## src/hdl/spm_pkg.sv

```systemverilog
// ----------------------------------------------------------------------------
// spm_pkg
// shared types and constants for the streaming pattern matcher
// ----------------------------------------------------------------------------
package spm_pkg;

  localparam int BYTE_W  = 8;
  localparam int POS_W   = 16;
  localparam int COUNT_W = 16;

  // input item kinds
  localparam logic KIND_PATTERN = 1'b0;
  localparam logic KIND_TEXT    = 1'b1;

  localparam logic [COUNT_W-1:0] COUNT_MAX = {COUNT_W{1'b1}};

  // per-cycle control broadcast along the cell row
  typedef struct packed {
    logic win_shift;  // shift text window by one byte
    logic win_clear;  // clear text window (after the shift compare)
    logic pat_shift;  // shift pattern row by one byte
    logic ok_load;    // capture compare result of shifted window
  } cell_ctl_t;

  // item token handed to the result stage
  typedef struct packed {
    logic             is_text;
    logic             last;
    logic             cand;       // window full enough and pattern present
    logic [POS_W-1:0] start_pos;  // one-based start if the compare hits
  } tok_t;

endpackage

```

## src/hdl/spm_cell.sv

```systemverilog
// ----------------------------------------------------------------------------
// spm_cell
// one window slot: holds a text byte and a pattern byte, compares them
// ----------------------------------------------------------------------------
module spm_cell (
  input  logic                        clk,
  input  logic                        rst_n,
  input  spm_pkg::cell_ctl_t          ctl,
  input  logic [spm_pkg::BYTE_W-1:0]  win_in,
  input  logic [spm_pkg::BYTE_W-1:0]  pat_in,
  input  logic                        beyond,
  output logic [spm_pkg::BYTE_W-1:0]  win_out,
  output logic [spm_pkg::BYTE_W-1:0]  pat_out,
  output logic                        ok
);
  import spm_pkg::*;

  logic [BYTE_W-1:0] win_r;
  logic [BYTE_W-1:0] win_nxt;
  logic [BYTE_W-1:0] pat_r;
  logic              ok_r;

  always_comb begin
    win_nxt = win_r;
    if (ctl.win_clear) begin
      win_nxt = '0;
    end else if (ctl.win_shift) begin
      win_nxt = win_in;
    end
  end

  always_ff @(posedge clk) begin
    if (!rst_n) begin
      win_r <= '0;
    end else begin
      win_r <= win_nxt;
    end
  end

  // pattern byte and compare flag carry no reset
  always_ff @(posedge clk) begin
    if (ctl.pat_shift) begin
      pat_r <= pat_in;
    end
    if (ctl.ok_load) begin
      // slots past the pattern length always agree
      ok_r <= (win_in == pat_r) || beyond;
    end
  end

  assign win_out = win_r;
  assign pat_out = pat_r;
  assign ok      = ok_r;

endmodule

```

## src/hdl/spm_result.sv

```systemverilog
// ----------------------------------------------------------------------------
// spm_result
// result stage: match decision, running count, output register
// ----------------------------------------------------------------------------
module spm_result (
  input  logic                         clk,
  input  logic                         rst_n,
  input  logic                         tok_load,
  input  spm_pkg::tok_t                tok_in,
  output logic                         tok_ready,
  input  logic                         ok_all,
  output logic                         out_valid,
  input  logic                         out_ready,
  output logic [spm_pkg::POS_W-1:0]    out_match_position,
  output logic [spm_pkg::COUNT_W-1:0]  out_match_count
);
  import spm_pkg::*;

  logic               tok_valid_r;
  logic               tok_valid_nxt;
  tok_t               tok_r;
  logic [COUNT_W-1:0] count_r;
  logic [COUNT_W-1:0] count_nxt;
  logic [COUNT_W-1:0] count_inc;
  logic               out_valid_r;
  logic               out_valid_nxt;
  logic [POS_W-1:0]   out_pos_r;
  logic [COUNT_W-1:0] out_count_r;
  logic               hit;
  logic               adv;

  assign hit       = tok_valid_r && tok_r.is_text && tok_r.cand && ok_all;
  assign adv       = tok_valid_r && (!hit || !out_valid_r || out_ready);
  assign tok_ready = !tok_valid_r || adv;
  assign count_inc = (count_r == COUNT_MAX) ? count_r : count_r + 1'b1;

  always_comb begin
    tok_valid_nxt = tok_valid_r;
    if (tok_load) begin
      tok_valid_nxt = 1'b1;
    end else if (adv) begin
      tok_valid_nxt = 1'b0;
    end

    count_nxt = count_r;
    if (adv) begin
      if (!tok_r.is_text || tok_r.last) begin
        count_nxt = '0;
      end else if (hit) begin
        count_nxt = count_inc;
      end
    end

    out_valid_nxt = out_valid_r;
    if (adv && hit) begin
      out_valid_nxt = 1'b1;
    end else if (out_ready) begin
      out_valid_nxt = 1'b0;
    end
  end

  always_ff @(posedge clk) begin
    if (!rst_n) begin
      tok_valid_r <= 1'b0;
      count_r     <= '0;
      out_valid_r <= 1'b0;
    end else begin
      tok_valid_r <= tok_valid_nxt;
      count_r     <= count_nxt;
      out_valid_r <= out_valid_nxt;
    end
  end

  always_ff @(posedge clk) begin
    if (tok_load) begin
      tok_r <= tok_in;
    end
    if (adv && hit) begin
      out_pos_r   <= tok_r.start_pos;
      out_count_r <= count_inc;
    end
  end

  assign out_valid          = out_valid_r;
  assign out_match_position = out_pos_r;
  assign out_match_count    = out_count_r;

endmodule

```

## src/hdl/streaming_pattern_match_top.sv

```systemverilog
// result path: a text byte that completes a match passes the registered slot
//   compares and token, then the output register; a stalled output can delay it
// throughput: one item per cycle, text or pattern, unless a hit stalls on out_ready
// reset: pattern length, load index, text position, match count and window clear;
//   pattern bytes hold no reset value and are only compared once loaded
// ----------------------------------------------------------------------------
// streaming_pattern_match_top
// naive string matcher built as a row of byte cells
// ----------------------------------------------------------------------------
module streaming_pattern_match_top #(
  parameter int          MAX_PATTERN = 32,
  parameter int unsigned MAX_TEXT    = 65535
) (
  input  logic                         clk,
  input  logic                         rst_n,
  input  logic                         in_valid,
  output logic                         in_ready,
  input  logic                         in_kind,
  input  logic [spm_pkg::BYTE_W-1:0]   in_data_byte,
  input  logic                         in_last,
  output logic                         out_valid,
  input  logic                         out_ready,
  output logic [spm_pkg::POS_W-1:0]    out_match_position,
  output logic [spm_pkg::COUNT_W-1:0]  out_match_count
);
  import spm_pkg::*;

  // width of a pattern length or load index (holds MAX_PATTERN itself)
  localparam int LEN_W = $clog2(MAX_PATTERN + 1);
  localparam logic [LEN_W-1:0] LEN_MAX = LEN_W'(MAX_PATTERN);
  // positions stop counting at the lesser of MAX_TEXT and the field range
  localparam logic [POS_W-1:0] POS_LIMIT =
    (MAX_TEXT < 65535) ? POS_W'(MAX_TEXT) : {POS_W{1'b1}};

  // stage 0 state: pattern bookkeeping and text position
  logic [LEN_W-1:0] plen_r;
  logic [LEN_W-1:0] plen_nxt;
  logic [LEN_W-1:0] idx_r;
  logic [LEN_W-1:0] idx_nxt;
  logic [LEN_W-1:0] idx_after;
  logic [POS_W-1:0] pos_r;
  logic [POS_W-1:0] pos_nxt;
  logic [POS_W-1:0] pos_new;
  logic [POS_W-1:0] plen_ext;

  logic       accept;
  logic       text_acc;
  logic       pat_acc;
  logic       text_active;
  logic       tok_ready;
  cell_ctl_t  ctl;
  tok_t       tok;

  // cell row wiring: slot 0 holds the newest text byte
  logic [BYTE_W-1:0]      win_q [MAX_PATTERN];
  logic [BYTE_W-1:0]      pat_q [MAX_PATTERN];
  logic [MAX_PATTERN-1:0] ok_vec;
  logic [MAX_PATTERN-1:0] beyond;
  logic                   ok_all;

  assign in_ready = tok_ready;
  assign accept   = in_valid && in_ready;
  assign text_acc = accept && (in_kind == KIND_TEXT);
  assign pat_acc  = accept && (in_kind == KIND_PATTERN);

  // text past the position limit is dropped until its last byte
  assign text_active = (pos_r < POS_LIMIT);
  assign pos_new     = pos_r + 1'b1;
  assign plen_ext    = POS_W'(plen_r);
  // pattern bytes beyond the row are ignored, the index saturates
  assign idx_after   = (idx_r < LEN_MAX) ? idx_r + 1'b1 : idx_r;

  // control for the cell row: the compare uses the shifted window before
  // any end-of-text clear takes effect
  always_comb begin
    ctl.win_shift = text_acc && text_active;
    ctl.ok_load   = text_acc && text_active;
    ctl.win_clear = pat_acc || (text_acc && in_last);
    ctl.pat_shift = pat_acc && (idx_r < LEN_MAX);
  end

  // pattern bytes shift in at slot 0, so after loading L bytes slot j holds
  // pattern byte L-1-j, which lines up with text byte j of the window
  for (genvar j = 0; j < MAX_PATTERN; j++) begin : g_cell
    logic [BYTE_W-1:0] win_in;
    logic [BYTE_W-1:0] pat_in;

    if (j == 0) begin : g_head
      assign win_in = in_data_byte;
      assign pat_in = in_data_byte;
    end else begin : g_link
      assign win_in = win_q[j-1];
      assign pat_in = pat_q[j-1];
    end

    assign beyond[j] = ((LEN_W+1)'(j) >= {1'b0, plen_r});

    spm_cell u_cell (
      .clk     (clk),
      .rst_n   (rst_n),
      .ctl     (ctl),
      .win_in  (win_in),
      .pat_in  (pat_in),
      .beyond  (beyond[j]),
      .win_out (win_q[j]),
      .pat_out (pat_q[j]),
      .ok      (ok_vec[j])
    );
  end

  assign ok_all = &ok_vec;

  // token describing this transaction for the result stage
  always_comb begin
    tok.is_text   = (in_kind == KIND_TEXT);
    tok.last      = in_last;
    tok.cand      = text_active && (plen_r != '0) && (pos_new >= plen_ext);
    tok.start_pos = pos_new - plen_ext + 1'b1;
  end

  always_comb begin
    plen_nxt = plen_r;
    idx_nxt  = idx_r;
    pos_nxt  = pos_r;
    if (pat_acc) begin
      pos_nxt = '0;
      // first byte of a new pattern drops the old one
      if (idx_r == '0) begin
        plen_nxt = '0;
      end
      idx_nxt = idx_after;
      if (in_last) begin
        plen_nxt = idx_after;
        idx_nxt  = '0;
      end
    end else if (text_acc) begin
      if (in_last) begin
        pos_nxt = '0;
      end else if (text_active) begin
        pos_nxt = pos_new;
      end
    end
  end

  always_ff @(posedge clk) begin
    if (!rst_n) begin
      plen_r <= '0;
      idx_r  <= '0;
      pos_r  <= '0;
    end else begin
      plen_r <= plen_nxt;
      idx_r  <= idx_nxt;
      pos_r  <= pos_nxt;
    end
  end

  spm_result u_result (
    .clk                (clk),
    .rst_n              (rst_n),
    .tok_load           (accept),
    .tok_in             (tok),
    .tok_ready          (tok_ready),
    .ok_all             (ok_all),
    .out_valid          (out_valid),
    .out_ready          (out_ready),
    .out_match_position (out_match_position),
    .out_match_count    (out_match_count)
  );

`ifndef SYNTHESIS
  // loaded length never exceeds the cell row
  a_plen_range: assert property (@(posedge clk) disable iff (!rst_n)
    plen_r <= LEN_MAX)
    else $error("pattern length beyond cell row");

  // text position never passes its limit
  a_pos_range: assert property (@(posedge clk) disable iff (!rst_n)
    pos_r <= POS_LIMIT)
    else $error("text position beyond limit");

  // a pattern transaction restarts the text
  a_pat_clears_pos: assert property (@(posedge clk) disable iff (!rst_n)
    (in_valid && in_ready && in_kind == KIND_PATTERN) |=> (pos_r == '0))
    else $error("pattern load did not clear text position");

  // a reported match always has a real start and a nonzero count
  a_out_nonzero: assert property (@(posedge clk) disable iff (!rst_n)
    out_valid |-> (out_match_position != '0 && out_match_count != '0))
    else $error("result with zero position or count");
`endif

endmodule
```

## config.mk

```make
export PLATFORM = sky130hd
export DESIGN_NAME = streaming_pattern_match_top
export DESIGN_NICKNAME = d
export VERILOG_FILES = /design/src/hdl/spm_pkg.sv /design/src/hdl/spm_cell.sv /design/src/hdl/spm_result.sv /design/src/hdl/streaming_pattern_match_top.sv
export SDC_FILE = /design/constraint.sdc
export NUM_CORES = 1
export LEC_CHECK = 0
export BUFFER_PORTS_ARGS = -buffer_cell sky130_fd_sc_hd__buf_2
export CAP_MARGIN = 20
export CORE_ASPECT_RATIO = 1.2
export CORE_MARGIN = 5
export CORE_UTILIZATION = 45
export DETAILED_ROUTE_END_ITERATION = 6
export GPL_ROUTABILITY_DRIVEN = 0
export SYNTH_ARGS = -nofsm -noshare
export SYNTH_HDL_FRONTEND = slang
export SYNTH_SLANG_ARGS = --single-unit
```

## constraint.sdc

```tcl
create_clock -name clk -period 24.3 [get_ports clk]
set_input_delay 2.43 -clock clk [delete_from_list [all_inputs] [get_ports clk]]
set_output_delay 2.43 -clock clk [all_outputs]
set_load 0.02 [all_outputs]
```

==> flow_metrics.env <==
export IMPL_status="finished, final reports clean"
export IMPL_slew_headroom_pct=25.7
export IMPL_layout_filler_cells=4951
export IMPL_ys_ff_latch=633
export IMPL_grt_usage_pct=17.1
export IMPL_crit_end="in_ready"
export IMPL_synth_edf_count=339
export IMPL_grt_pass1_vias=16200
export IMPL_routedWlPerCell_um=17.5
export IMPL_period_share_pct=22.9
export IMPL_power_leakage_nw=8.93
export IMPL_grt_use_met3_pct=2.92
export IMPL_synth_top_family_by_area="simple AND/OR/NAND/NOR gates"
export IMPL_ir_worst_vdd_mv=0.0568
export IMPL_synth_xor_area_share_pct=10.4
export IMPL_fin_setup_tns_ns=0
export IMPL_crit_path_end_kind="primary output"
export IMPL_critPathSlowestCell="buf_2"
export IMPL_top_usage_layer="met2"
export IMPL_fin_ws_ns=18.74
export IMPL_power_mw=2.24
export IMPL_final_max_slew_viol_count=0
export IMPL_antenna_found_initial=1
export IMPL_dieWidth_um=228
export IMPL_path_depth=4
export IMPL_htree_levels=3
export IMPL_initial_core_util_pct=45.5
export IMPL_path_clk_slew_ns=0.06
export IMPL_hpwlAfterDp_mm=34.1
export IMPL_rsz0062_at_grt="no"
export IMPL_r2r_end="g_cell[21].u_cell.win_out[5]"
export IMPL_holdPathStages=0
export IMPL_synthArstFlopShare_pct=0
export IMPL_synth_simple_area_share_pct=13.2
export IMPL_synth_nets=2343
export IMPL_synth_fa_ha_area_share_pct=1.65
export IMPL_synth_common_cells="nand2_1, edfxtp_1, dfxtp_1"
export IMPL_startpoint="out_ready"
export IMPL_max_freq_mhz=180
export IMPL_gr_usage_met2_pct=29.4
export IMPL_wirelength_mm=54.2
export IMPL_netlist_area_leader_share_pct=39.8
export IMPL_yosysMostFrequentCell="nand2_1"
export IMPL_grt_max_degree=194
export IMPL_layout_min_cycle_time_ns=5.56
export IMPL_cp_start_kind="input pin"
export IMPL_overflow=0
export IMPL_rr_worst_depth=10
export IMPL_drv_cap=0
export IMPL_path_delay_family="simple AND/OR/NAND/NOR gates"
export IMPL_arrival_ns=3.13
export IMPL_route_vias_total=16300
export IMPL_via_per_inst=5.26
export IMPL_dp_cells=2975
export IMPL_setup_viol=0
export IMPL_path_cells="buf_2 -> nor2b_1 -> nand4_1 -> buf_2"
export IMPL_cts_tree="built"
export IMPL_cts_path_max_buffers=3
export IMPL_synth_top_flop_cell="edfxtp_1"
export IMPL_synth_compound_area_share_pct=8.93
export IMPL_critical_path_buf_inv_count=2
export IMPL_antennaDiodeCount=0
export IMPL_cts_root_buf="clkbuf_16"
export IMPL_path_class="input pin to primary output"
export IMPL_slowest_delay_ns=0.24
export IMPL_clk_latency_ns=0.59
export IMPL_finClkSkew_ns=0.0183
export IMPL_dp_slack_ns=18.29
export IMPL_r2r_start="g_cell[1].u_cell.ok"
export IMPL_drive_gt1_share_pct=7.55
export IMPL_cp_data_required_time_ns=21.87
export IMPL_pin_count=48
export IMPL_instances_no_fill=3097
export IMPL_avgSynthCellArea_um2=11.1
export IMPL_hold_viol_final=0
export IMPL_clock_sinks=633
export IMPL_design_area_mm2=0.0285
export IMPL_dpl_cell_area_mm2=0.0263
export IMPL_syn_area_mm2=0.0256
export IMPL_synthToLayoutAreaGrowth_pct=11.3
export IMPL_yosys_area_top_type="edfxtp_1"
export IMPL_cts_hold_buf=0
export IMPL_detail_route_antenna_nets=0
export IMPL_yosys_top_cells_area="edfxtp_1, dfxtp_1, xnor2_1"
export IMPL_drcViolationCount=0
export IMPL_synth_seq_area_share_pct=62.8
export IMPL_synth_mux_area_share_pct=0.122
export IMPL_die_area_mm2=0.0618
export IMPL_cts_resized=0
export IMPL_regToRegSetupSlack_ns=19.96
export IMPL_globalRouteMet1Util_pct=22.0
export IMPL_post_cts_setup_buffers=0
export IMPL_power_density_mw_per_mm2=78.7
export IMPL_crit_fanout=3
export IMPL_numPortBuffers=47
export IMPL_yosysWarningCount=0
export IMPL_drt_iter0_drc=1081
export IMPL_crit_top_cell="buf_2"
export IMPL_numCtsBuffers=66
export IMPL_rows=95
export IMPL_synth_cells=2298
export IMPL_first_pass_iters=4
export IMPL_ys_types=71
export IMPL_tightest_slew_ns=1.11
export IMPL_grt_pass1_wl_mm=87.2
export IMPL_holdCritPathClass="flip-flop to flip-flop"
export IMPL_core_mm2=0.0562
export IMPL_final_nets=2363
export IMPL_die_h_um=271
## registers in the layout, indices dropped and copies added (netlist names)
name,count
u_result.out_valid,1
u_result.out_match_position,16
u_result.tok_r,19
pos_r,16
plen_r,6
g_cell.u_cell.ok,32
u_result.out_match_count,16
g_cell.u_cell.win_out,248
idx_r,6
u_result.count_r,16
u_result.tok_valid_r,1
g_cell.u_cell.pat_out,256
## layout make-up
class	count	area [um2]	area share, %
Clock buffer	92	1890	6.64
Clock inverter	28	309	1.08
Inverter	40	158	0.553
Multi-Input combinational cell	1517	8800	30.9
Sequential cell	633	16100	56.4
Tap cell	727	910	3.19
Timing Repair Buffer	60	358	1.26
## cell families (layout without fill, tap and decap cells)
kind of cell / after synthesis / after routing
simple gates: 774 / 774
flops: 633 / 633
compound gates: 407 / 407
xor+xnor: 301 / 301
buf+inv: 148 / 220
fa+ha+maj: 32 / 32
mux: 3 / 3
## cell usage in the layout, fill, tap and decap left out, drive strengths merged, types with 7 or more instances in the layout
cell and n:
nor4 12, nand2 536, inv 42, a21o 8, buf 59, nor3 29
edfxtp 339, and3 7, o21ai 36, a22oi 19, ha 28, nand4 72
xor2 55, dfxtp 294, clkbuf 93, xnor2 245, clkinv 20, a21oi 283
nor2 42, o22ai 13, nor2b 24, nand3 23
## worst min path at each step
stage	start	to	slack [ns]
2_1_floorplan	u_result.tok_r[0]	u_result.out_match_position[0]	0.40
3_3_place_gp	u_result.tok_r[2]	u_result.out_match_position[2]	0.40
3_5_place_dp	u_result.tok_r[5]	u_result.out_match_position[5]	0.40
4_1_cts	u_result.tok_r[5]	u_result.out_match_position[5]	0.42
5_1_grt	u_result.tok_r[12]	u_result.out_match_position[12]	0.43
6_report	u_result.tok_r[5]	u_result.out_match_position[5]	0.42
## where the power goes
part / switching, mW / internal [mW] / total (mW)
Combinational: 0.0493 / 0.0166 / 0.0659
Clock: 0.414 / 0.602 / 1.02
Sequential: 0.0133 / 1.15 / 1.16
## worst reg2reg max path, cell delays in order (launching register included)
cell,delay [ns]
edfxtp_1,0.49
nand4_1,0.22
nor4_2,0.13
a41oi_2,0.19
buf_4,0.33
nand3_4,0.18
inv_8,0.46
buf_4,1.04
buf_4,0.86
nand2_1,0.20
a21oi_1,0.16
## metrics by stage
step / hold WS [ns] / util [%]
2_1_floorplan: 0.400 / -
3_3_place_gp: 0.403 / 46.7
3_5_place_dp: 0.405 / 46.7
4_1_cts: 0.418 / 50.7
5_1_grt: 0.425 / 50.7
6_report: 0.417 / 50.7
## metal layers
layer / routed length (um) / share of wire (%) / up-vias
met4: 1500 / 2.8 / 2
li1: - / - / 8002
met5: 13 / 0.024 / -
met1: 23300 / 43 / 7816
met2: 26900 / 50 / 371
met3: 2470 / 4.6 / 90
No activity file was read; power rests on OpenSTA's default activity.
